`src/rtl/imu_srs_pkg.sv`:
```
// shared types and constants for the imu spi read scheduler
// no dependencies; used by imu_spi_read_scheduler_top
package imu_srs_pkg;

  // event codes carried in the mode field
  typedef enum logic [1:0] {
    MODE_ACCEL_IRQ = 2'd0,
    MODE_GYRO_IRQ  = 2'd1,
    MODE_XFER_DONE = 2'd2,
    MODE_CONSUME   = 2'd3
  } mode_e;

  // source codes reported with a started transfer
  localparam logic [1:0] SRC_GYRO  = 2'd0;
  localparam logic [1:0] SRC_ACCEL = 2'd1;
  localparam logic [1:0] SRC_TEMP  = 2'd2;

  // register read commands
  localparam logic [7:0] CMD_GYRO  = 8'h82;
  localparam logic [7:0] CMD_ACCEL = 8'h92;
  localparam logic [7:0] CMD_TEMP  = 8'hA2;

  // read lengths in bytes
  localparam logic [3:0] GYRO_READ_BYTES  = 4'd8;
  localparam logic [3:0] ACCEL_READ_BYTES = 4'd9;
  localparam logic [3:0] TEMP_READ_BYTES  = 4'd4;

  // stage bit positions
  localparam int unsigned ST_PEND = 0;
  localparam int unsigned ST_XFER = 1;
  localparam int unsigned ST_UPD  = 2;
  localparam int unsigned ST_NOTE = 3;

  // chip select bit positions
  localparam int unsigned SEL_GYRO  = 0;
  localparam int unsigned SEL_ACCEL = 1;

  typedef struct packed {
    logic       start_valid;
    logic [1:0] start_source;
    logic [7:0] command_byte;
    logic [3:0] transfer_length;
    logic       gyro_select_active;
    logic       accel_select_active;
    logic       wake_task;
    logic       gyro_delivered;
    logic       accel_delivered;
    logic       temp_delivered;
  } result_t;

endpackage

```
`src/rtl/imu_spi_read_scheduler_top.sv`:
```
// imu spi read scheduler: per-source stage tracking and spi read start decisions
// depends on imu_srs_pkg
//
// usage:
//   input channel (in_valid_i / in_stall_o) carries one event per request:
//   mode_i selects accel irq, gyro irq, transfer complete or task consume,
//   link_busy_i reports whether the external dma is still running.
//   output channel (out_valid_o / out_stall_i) returns exactly one result
//   per event: start decision, command byte, length, chip selects after the
//   event, task wake and delivery flags.
//   cfg_we_i / cfg_wdata_i write scheduling_enabled; write only while idle.
// timing and throughput:
//   the result appears in the cycle after the event is taken. one event per
//   cycle with out_stall_i low; the single result register is the limit.
// reset:
//   all stage bits clear, both chip selects released, scheduling disabled,
//   output register empty.
// stall:
//   while a result waits with out_stall_i high, in_stall_o is raised and
//   no new event is taken; the waiting result holds steady.
module imu_spi_read_scheduler_top (
  input  logic       clk_i,
  input  logic       rst_ni,
  input  logic       cfg_we_i,
  input  logic       cfg_wdata_i,
  input  logic       in_valid_i,
  output logic       in_stall_o,
  input  logic [1:0] mode_i,
  input  logic       link_busy_i,
  output logic       out_valid_o,
  input  logic       out_stall_i,
  output logic       start_valid_o,
  output logic [1:0] start_source_o,
  output logic [7:0] command_byte_o,
  output logic [3:0] transfer_length_o,
  output logic       gyro_select_active_o,
  output logic       accel_select_active_o,
  output logic       wake_task_o,
  output logic       gyro_delivered_o,
  output logic       accel_delivered_o,
  output logic       temp_delivered_o
);

  logic [3:0] gyro_q, gyro_d;
  logic [2:0] accel_q, accel_d;
  logic [2:0] temp_q, temp_d;
  logic [1:0] sel_q, sel_d;
  logic       sched_en_q;
  logic       out_valid_q;
  imu_srs_pkg::result_t res_q, res_d;
  logic       in_acc;
  logic       do_sched;
  imu_srs_pkg::mode_e mode;

  assign in_stall_o = out_valid_q & out_stall_i;
  assign in_acc     = in_valid_i & ~in_stall_o;
  assign mode       = imu_srs_pkg::mode_e'(mode_i);

  always_comb begin
    gyro_d   = gyro_q;
    accel_d  = accel_q;
    temp_d   = temp_q;
    sel_d    = sel_q;
    res_d    = '0;
    do_sched = 1'b0;

    // event-specific updates before scheduling
    case (mode)
      imu_srs_pkg::MODE_ACCEL_IRQ: begin
        accel_d[imu_srs_pkg::ST_PEND] = 1'b1;
        temp_d[imu_srs_pkg::ST_PEND]  = 1'b1;
        do_sched = sched_en_q;
      end
      imu_srs_pkg::MODE_GYRO_IRQ: begin
        gyro_d[imu_srs_pkg::ST_PEND] = 1'b1;
        do_sched = sched_en_q;
      end
      imu_srs_pkg::MODE_XFER_DONE: begin
        if (gyro_q[imu_srs_pkg::ST_XFER]) begin
          gyro_d[imu_srs_pkg::ST_XFER]  = 1'b0;
          gyro_d[imu_srs_pkg::ST_UPD]   = 1'b1;
          sel_d[imu_srs_pkg::SEL_GYRO]  = 1'b0;
        end
        if (accel_q[imu_srs_pkg::ST_XFER]) begin
          accel_d[imu_srs_pkg::ST_XFER] = 1'b0;
          accel_d[imu_srs_pkg::ST_UPD]  = 1'b1;
          sel_d[imu_srs_pkg::SEL_ACCEL] = 1'b0;
        end
        if (temp_q[imu_srs_pkg::ST_XFER]) begin
          temp_d[imu_srs_pkg::ST_XFER]  = 1'b0;
          temp_d[imu_srs_pkg::ST_UPD]   = 1'b1;
          sel_d[imu_srs_pkg::SEL_ACCEL] = 1'b0;
        end
        do_sched = 1'b1;
      end
      imu_srs_pkg::MODE_CONSUME: begin
        if (gyro_q[imu_srs_pkg::ST_NOTE]) begin
          gyro_d[imu_srs_pkg::ST_NOTE] = 1'b0;
          res_d.gyro_delivered = 1'b1;
        end
        if (accel_q[imu_srs_pkg::ST_UPD]) begin
          accel_d[imu_srs_pkg::ST_UPD] = 1'b0;
          res_d.accel_delivered = 1'b1;
        end
        if (temp_q[imu_srs_pkg::ST_UPD]) begin
          temp_d[imu_srs_pkg::ST_UPD] = 1'b0;
          res_d.temp_delivered = 1'b1;
        end
      end
      default: ;
    endcase

    // fixed priority start while link_busy_i is low; only the other sources' transfers block a source
    if (do_sched && !link_busy_i) begin
      if (gyro_d[imu_srs_pkg::ST_PEND] && !accel_d[imu_srs_pkg::ST_XFER]
          && !temp_d[imu_srs_pkg::ST_XFER]) begin
        gyro_d[imu_srs_pkg::ST_PEND] = 1'b0;
        gyro_d[imu_srs_pkg::ST_XFER] = 1'b1;
        sel_d[imu_srs_pkg::SEL_GYRO] = 1'b1;
        res_d.start_valid     = 1'b1;
        res_d.start_source    = imu_srs_pkg::SRC_GYRO;
        res_d.command_byte    = imu_srs_pkg::CMD_GYRO;
        res_d.transfer_length = imu_srs_pkg::GYRO_READ_BYTES;
      end else if (accel_d[imu_srs_pkg::ST_PEND] && !gyro_d[imu_srs_pkg::ST_XFER]
                   && !temp_d[imu_srs_pkg::ST_XFER]) begin
        accel_d[imu_srs_pkg::ST_PEND] = 1'b0;
        accel_d[imu_srs_pkg::ST_XFER] = 1'b1;
        sel_d[imu_srs_pkg::SEL_ACCEL] = 1'b1;
        res_d.start_valid     = 1'b1;
        res_d.start_source    = imu_srs_pkg::SRC_ACCEL;
        res_d.command_byte    = imu_srs_pkg::CMD_ACCEL;
        res_d.transfer_length = imu_srs_pkg::ACCEL_READ_BYTES;
      end else if (temp_d[imu_srs_pkg::ST_PEND] && !gyro_d[imu_srs_pkg::ST_XFER]
                   && !accel_d[imu_srs_pkg::ST_XFER]) begin
        temp_d[imu_srs_pkg::ST_PEND]  = 1'b0;
        temp_d[imu_srs_pkg::ST_XFER]  = 1'b1;
        sel_d[imu_srs_pkg::SEL_ACCEL] = 1'b1;
        res_d.start_valid     = 1'b1;
        res_d.start_source    = imu_srs_pkg::SRC_TEMP;
        res_d.command_byte    = imu_srs_pkg::CMD_TEMP;
        res_d.transfer_length = imu_srs_pkg::TEMP_READ_BYTES;
      end
    end

    // finished gyro read wakes the task, after scheduling
    if (mode == imu_srs_pkg::MODE_XFER_DONE && gyro_d[imu_srs_pkg::ST_UPD]) begin
      gyro_d[imu_srs_pkg::ST_UPD] = 1'b0;
      gyro_d[imu_srs_pkg::ST_NOTE] = 1'b1;
      res_d.wake_task = 1'b1;
    end

    res_d.gyro_select_active  = sel_d[imu_srs_pkg::SEL_GYRO];
    res_d.accel_select_active = sel_d[imu_srs_pkg::SEL_ACCEL];
  end

  always_ff @(posedge clk_i or negedge rst_ni) begin
    if (!rst_ni) begin
      gyro_q      <= '0;
      accel_q     <= '0;
      temp_q      <= '0;
      sel_q       <= '0;
      sched_en_q  <= 1'b0;
      out_valid_q <= 1'b0;
    end else begin
      if (cfg_we_i) begin
        sched_en_q <= cfg_wdata_i;
      end
      if (in_acc) begin
        gyro_q      <= gyro_d;
        accel_q     <= accel_d;
        temp_q      <= temp_d;
        sel_q       <= sel_d;
        out_valid_q <= 1'b1;
      end else if (!out_stall_i) begin
        out_valid_q <= 1'b0;
      end
    end
  end

  always_ff @(posedge clk_i) begin
    if (in_acc) begin
      res_q <= res_d;
    end
  end

  assign out_valid_o           = out_valid_q;
  assign start_valid_o         = res_q.start_valid;
  assign start_source_o        = res_q.start_source;
  assign command_byte_o        = res_q.command_byte;
  assign transfer_length_o     = res_q.transfer_length;
  assign gyro_select_active_o  = res_q.gyro_select_active;
  assign accel_select_active_o = res_q.accel_select_active;
  assign wake_task_o           = res_q.wake_task;
  assign gyro_delivered_o      = res_q.gyro_delivered;
  assign accel_delivered_o     = res_q.accel_delivered;
  assign temp_delivered_o      = res_q.temp_delivered;

  // at most one source owns the link
  assert property (@(posedge clk_i) disable iff (!rst_ni)
    $onehot0({gyro_q[imu_srs_pkg::ST_XFER], accel_q[imu_srs_pkg::ST_XFER],
              temp_q[imu_srs_pkg::ST_XFER]}))
    else $error("more than one source transferring");

  // chip selects track the transferring stages
  assert property (@(posedge clk_i) disable iff (!rst_ni)
    (sel_q[imu_srs_pkg::SEL_GYRO] == gyro_q[imu_srs_pkg::ST_XFER]) &&
    (sel_q[imu_srs_pkg::SEL_ACCEL] ==
     (accel_q[imu_srs_pkg::ST_XFER] | temp_q[imu_srs_pkg::ST_XFER])))
    else $error("chip select out of step with transfer stage");

  // every taken event yields a result in the next cycle
  assert property (@(posedge clk_i) disable iff (!rst_ni)
    in_acc |=> out_valid_q)
    else $error("result missing after accepted request");

  // a started transfer always carries a nonzero length
  assert property (@(posedge clk_i) disable iff (!rst_ni)
    (out_valid_q && res_q.start_valid) |-> (res_q.transfer_length != 4'd0))
    else $error("started transfer without length");

endmodule

```
`config.mk`:
```
export PLATFORM = sky130hd
export DESIGN_NAME = imu_spi_read_scheduler_top
export DESIGN_NICKNAME = d
export VERILOG_FILES = /design/src/rtl/imu_srs_pkg.sv /design/src/rtl/imu_spi_read_scheduler_top.sv
export SDC_FILE = /design/constraint.sdc
export NUM_CORES = 1
export LEC_CHECK = 0
export BUFFER_PORTS_ARGS = -buffer_cell sky130_fd_sc_hd__buf_4
export CORE_ASPECT_RATIO = 0.7
export CORE_UTILIZATION = 55
export DETAILED_ROUTE_END_ITERATION = 8
export PLACE_DENSITY = 0.83
export SETUP_SLACK_MARGIN = 0.2
export SYNTH_ARGS = -nofsm -noshare
export SYNTH_HDL_FRONTEND = slang
export SYNTH_SLANG_ARGS = --single-unit
```
`constraint.sdc`:
```
create_clock -name clk_i -period 3.07 [get_ports clk_i]
set_input_delay 0.1535 -clock clk_i [delete_from_list [all_inputs] [get_ports clk_i]]
set_output_delay 0.1535 -clock clk_i [all_outputs]
set_load 0.02 [all_outputs]
```
==> results of run 1 <==
## metrics by stage
step	util	cell area [sq um]	power [uW]	instances	hold WS, ns
2_1_floorplan	-	1210	772	104	-0.142
3_3_place_gp	0.679	1330	846	137	0.0132
3_5_place_dp	0.679	1330	867	137	0.0152
4_1_cts	0.698	1360	1010	142	0.0265
5_1_grt	0.698	1360	1070	142	0.0216
6_report	0.698	1360	1010	142	0.0329
## kinds of logic after synthesis
logic type,count (synthesis)
buffers and inverters,17
flip-flops,24
multiplexers,1
AO/OA/AOI/OAI,26
AND/OR/NAND/NOR,31
other,1
## worst max-delay path, stage by stage (launching register included)
cell     delay, ns
dfrtp_1       0.42
a21bo_2       0.26
inv_2         0.32
nand2_1       0.22
o21ai_0       0.26
o41ai_2       0.11
## metal layers
layer	part of all wire	wire, microns	global-route usage
met5	0	0	0
met4	0.0049	11	0.0952
met3	0.068	152	0.0789
met2	0.47	1060	0.390
met1	0.45	1020	0.279
## registers in the layout, summed over array words and instances, names as in the netlist
name / cells
command_byte_o: 1
out_valid_o: 1
start_source_o: 1
gyro_delivered_o: 1
accel_select_active_o: 1
temp_q: 3
accel_delivered_o: 1
gyro_select_active_o: 1
transfer_length_o: 2
wake_task_o: 1
temp_delivered_o: 1
sel_q: 2
accel_q: 3
gyro_q: 4
sched_en_q: 1
## placed cells by master (no fill, tap or decap), drive strengths merged
| cell | n |
|---|---|
| or2 | 1 |
| a21oi | 2 |
| clkinv | 1 |
| inv | 2 |
| and2b | 1 |
| edfxtp | 10 |
| a31oi | 7 |
| nand3 | 3 |
| nand2b | 2 |
| mux2 | 1 |
| nand3b | 2 |
| a211oi | 2 |
| clkbuf | 3 |
| dfrtp | 14 |
| o41ai | 1 |
| nand2 | 5 |
| o21ai | 4 |
| o31ai | 2 |
| nor3 | 2 |
| a22o | 2 |
| nor3b | 2 |
| nor4 | 2 |
| nor2 | 5 |
| buf | 26 |
| a21bo | 1 |
| dlygate4sd3 | 1 |
| conb | 5 |
| o32a | 2 |
| and2 | 3 |
| a32o | 2 |
| and3 | 3 |
| a211o | 1 |
## power groups by stage
stage	sequential [uW]	clock (uW)	combinational, uW
6_report	499	141	366
5_1_grt	508	157	403
4_1_cts	496	143	367
3_5_place_dp	504	0	363
3_3_place_gp	497	0	350
2_1_floorplan	495	0	277
## layout make-up
cell class | count | area, sq um | share of cell area
multi-input cells | 63 | 445 | 0.327
well taps | 22 | 27.5 | 0.0202
clock inverters | 1 | 3.75 | 0.00275
repair buffers | 27 | 205 | 0.151
clock buffers | 3 | 22.5 | 0.0165
flip-flops and latches | 24 | 651 | 0.478
inverters | 2 | 7.51 | 0.00551
## Yosys cell counts (2+ instances only)
cell	n	share of area
nand3b_1	2	0.013
and2_1	3	0.016
nor4_2	2	0.021
nand2b_1	2	0.010
nor2_1	5	0.016
a22o_1	2	0.015
nor3_1	2	0.0084
a31oi_1	7	0.037
nor3b_1	2	0.013
o32a_1	2	0.017
buf_2	2	0.0084
and3_1	3	0.016
nand2_1	4	0.013
edfxtp_1	10	0.25
nand3_1	2	0.0084
o31ai_1	2	0.013
dfrtp_1	14	0.29
buf_4	11	0.069
a32o_1	2	0.017
o21ai_0	2	0.0084
## worst max path at each step
stage                     start         to  slack, ns  depth (start not counted)
CTS                 out_valid_o   sel_q[1]       1.38                          5
global route        out_valid_o   sel_q[1]       1.17                          5
detailed placement  out_valid_o   sel_q[1]       1.40                          5
floorplan           out_valid_o  gyro_q[3]       1.63                          5
finish              out_valid_o   sel_q[1]       1.37                          5
global placement    out_valid_o   sel_q[1]       1.48                          5
==> impl_metrics.ini, run 1 <==
[timing]
setup_violations = 0
clock_skew_ns = 0.00324
fin_crit_sh = 0.553
hold_viol = 0
clock.fmax_mhz = 589
rsz0062_at_grt = no
slew_viol_final = 0
tns_ns = 0
finalWorstSetupSlack_ns = 1.37
layout_min_cycle_time_ns = 1.70

[floorplan]
fp-row-count = 13
die_x_microns = 57.7
dieArea_sq_um = 2370
num_io_pins = 32
chipHeight_microns = 41.0
placeableCoreArea_sq_um = 1950
initial_core_util = 0.613

[critical_path]
r2r-end = sel_q[1]
r2r_slack_ns = 1.37
worstReg2RegStart = out_valid_o
cp_max_fo = 22
cp.required_ns = 3.28
cp-end-kind = flip-flop
startpoint_type = flip-flop
crit_arrival_ns = 1.90
reg2reg_depth = 5
crit_type = flip-flop to flip-flop

[global_route]
first_global_vias = 795
antenna_found_initial = 0
gr-total-overflow = 0
grt_max_degree = 23
grt_use_total = 0.229
grt_pass1_wl_microns = 3730

[route]
vias = 857
viasPerCell = 6.04
dr.pass1.iters = 6
drc = 3
wl_per_cell_microns = 15.8
wirelength_microns = 2250
drtIter0Drc = 42
antenna_left = 0

[hold_path]
min_to = out_valid_o
min_path_cells = 2
hp-start = in_valid_i
hold_class = input port to flip-flop

[logic_synthesis]
synth_top_family_by_area = compound AO/OA/AOI/OAI gates
synth_xor_xnor_area_share = 0
synthArstFlopShare = 0.583
syn_inst = 100
yosysWarnings = 0
synth-compound-area-share = 0.187
synthFlopType = dfrtp_1
synthMuxAreaShare = 0.00941
synthAdderAreaFrac = 0
synthSimpleGateAreaFrac = 0.160
synth_edf_count = 10
postSynthAreaPerCell_sq_um = 12.0
ys_seq_area_frac = 0.544
ys_seq_elements = 24
syn_area_sq_um = 1200
synthDistinctLibCells = 39

[clock_network]
cts.reportedPaths.clkPinSlew_ns = 0.13
ctsHoldBuffers = 1
htree_levels = 1
cts_tree = yes
cts_root_buf = clkbuf_4
cts_num_sinks = 24
cts.repair.resized = 0
cts_made_buffers = 3
post_cts_buffers = 0
clk_latency_ns = 0.31
clock_path_buffers = 2

[pwr]
p_leak_uw = 0.000571
cellPowerDensity_nw_per_um2 = 738
pwr-share-seq = 0.496
p_switching_uw = 382
switching_share = 0.380
combPwrFrac = 0.364
peakVddDrop_mv = 0.320
pwr-share-clk = 0.140
p_int_uw = 624

[placed_design]
post-dp-hpwl_microns = 1620
place.gp.congestion = 0.856
port_buffers = 26
post-place-ws_ns = 1.40

[flow_run]
cap_violations = 0

[status]
failed_checks = design-rule violations
outcome = complete, but fails checks

[layout]
drive_above_1_share = 0.350
n_antenna_cell = 0
nFillCells = 147
areaGrowthSynthToFinish_pct = 13.9
final_nets = 130
Power figures use the tool's default switching activity.
==> run 2, diff against run 1 <==
Settings changed: CORE_UTILIZATION 55 to 46, PLACE_DENSITY 0.83 to 0.74.
Clock period 3.07 ns to 1.4 ns, I/O delays scaled along.
==> run 2 against run 1 <==
Compared with the run above:
- the flow finishes with violations (negative setup slack)
- first-iteration DRC count down 45%
- combinational power rose to 3.8 times the previous value
- core utilization up 3.3 points
- clock power rose to 4.3 times the previous value
- clock skew down 0.0011 ns
- wire length up 31%
- register-to-register slack worse by 1.4 ns
- worst hold slack better by 0.0013 ns
- maximum frequency up 18%
- final area up 32%
- critical path type unchanged
- critical endpoint is now accel_q[0]
==> impl_metrics.ini, run 2 (same netlist as run 1, synthesis figures left out) <==
[floorplan]
num_io_pins = 32
fp-row-count = 15
chipHeight_microns = 44.7
initial_core_util = 0.487
placeableCoreArea_sq_um = 2460
dieArea_sq_um = 2810
die_x_microns = 63.0

[clock_network]
clock_path_buffers = 2
cts_root_buf = clkbuf_8
cts_tree = yes
cts_num_sinks = 24
clk_latency_ns = 0.27
cts_made_buffers = 3
htree_levels = 1
cts.reportedPaths.clkPinSlew_ns = 0.09

[route]
drtIter0Drc = 23
drc = 0
dr.pass1.iters = 4
antenna_left = 0
wl_per_cell_microns = 16.3
vias = 987
viasPerCell = 5.45
wirelength_microns = 2950

[critical_path]
cp_max_fo = 5
crit_chain = nor4_4, a211oi_2, buf_4, o32a_1
critical-path-top-delay-family = flip-flops
cp_slowest_cell = dfrtp_2
crit_type = flip-flop to flip-flop
worstReg2RegStart = gyro_q[1]
cp.required_ns = 1.56
cp_slowest_stage_delay_ns = 0.49
startpoint_type = flip-flop
crit_arrival_ns = 1.60
cp-end-kind = flip-flop
startpoint = gyro_q[1]
path_buf_inv = 1

[layout]
areaGrowthSynthToFinish_pct = 50.2
largest_reg_flops = 4
nFillCells = 159
n_antenna_cell = 0
layout_commonest_cell = buf_4
mostFrequentLayoutCells = buf_4 (44), edfxtp_1 (10), dfrtp_1 (10)
final_nets = 157
fin_util = 0.731
drive_above_1_share = 0.578
top_regs = gyro_q x4, accel_q x3, temp_q x3
top_register = gyro_q

[timing]
hold_viol = 0
fin_crit_sh = 1.03
setup_violations = 1
clock.fmax_mhz = 694
clock_skew_ns = 0.00214
finalWorstSetupSlack_ns = -0.0412
layout_min_cycle_time_ns = 1.44
slew_viol_final = 0
rsz0062_at_grt = yes

[pwr]
peakVddDrop_mv = 0.974
pwr-share-clk = 0.195
p_int_uw = 2050
combPwrFrac = 0.445
switching_share = 0.349
p_total_uw = 3150
p_switching_uw = 1100
p_leak_uw = 0.000763
pwr-share-seq = 0.361
cellPowerDensity_nw_per_um2 = 1750

[status]
failed_checks = negative setup slack
outcome = complete, but fails checks

[flow_run]
cap_violations = 0

[hold_path]
hold_class = input port to flip-flop
hp-start = cfg_wdata_i

[global_route]
grt_pass1_wl_microns = 4460
grt_use_total = 0.215
first_global_vias = 913
grt_max_degree = 15
gr-total-overflow = 0
antenna_found_initial = 0

[placed_design]
post-place-ws_ns = -0.0590
post-dp-hpwl_microns = 1830
port_buffers = 26
place.gp.congestion = 0.793
==> run 2: area by class of cell <==
cell class                 instances  area, sq um  area share
clock buffer                       3         41.3      0.0230
clock inverter                     1         30.0      0.0167
inverter                           2         12.5     0.00696
multi-input combinational         63          557       0.310
sequential                        24          656       0.365
tap                               34         42.5      0.0237
timing repair buffer              54          458       0.255
==> run 2: power by group through the flow <==
stage / clock [uW] / sequential, uW / combinational (uW)
4_1_cts: 612 / 1120 / 1210
5_1_grt: 655 / 1160 / 1490
3_3_place_gp: 0 / 1110 / 987
6_report: 613 / 1140 / 1400
3_5_place_dp: 0 / 1130 / 1020
2_1_floorplan: 0 / 1120 / 726
==> run 2: final timing paths <==
check | endpoint | slack (ns) | cells after the start
setup / recovery | accel_q[0] | -0.04 | 4
setup reg to reg | accel_q[0] | -0.04 | 4
hold / removal | sched_en_q | 0.03 | 2
max in group asynchronous | accel_q[1] | 1.03 | 2
hold reg to reg | gyro_q[3] | 0.51 | 1
min in group asynchronous | accel_q[0] | 0.18 | 2
==> run 2: metrics by stage <==
step                      instance area, sq um  instances  TNS [ns]  hold slack, ns
after floorplan                           1280        104         0          -0.226
after global placement                    1470        159   -0.0208         -0.0663
after detailed placement                  1470        159    -0.271         -0.0670
after CTS                                 1680        173         0         0.00868
after global routing                      1800        181    -0.309          0.0312
final                                     1800        181   -0.0412          0.0342
==> run 2: layer usage <==
metal,share of wire,wire (microns),track usage,vias to the layer above
met3,0.062,182,0.0464,2
met1,0.42,1230,0.266,489
met4,0.0068,20,0.0605,0
met2,0.51,1520,0.385,42
li1,-,-,-,454
met5,0,0,0,-
==> run 2: timing repair <==
item / in CTS / in global routing
setup endpoints to repair: 26 / 26
gates resized for setup: 15 / 7
pin swaps: 13 / 10
endpoints found under the hold margin: 14 / 1
cloned: 0 / 1
setup buffers: 9 / 6
hold buffers: 1 / 1
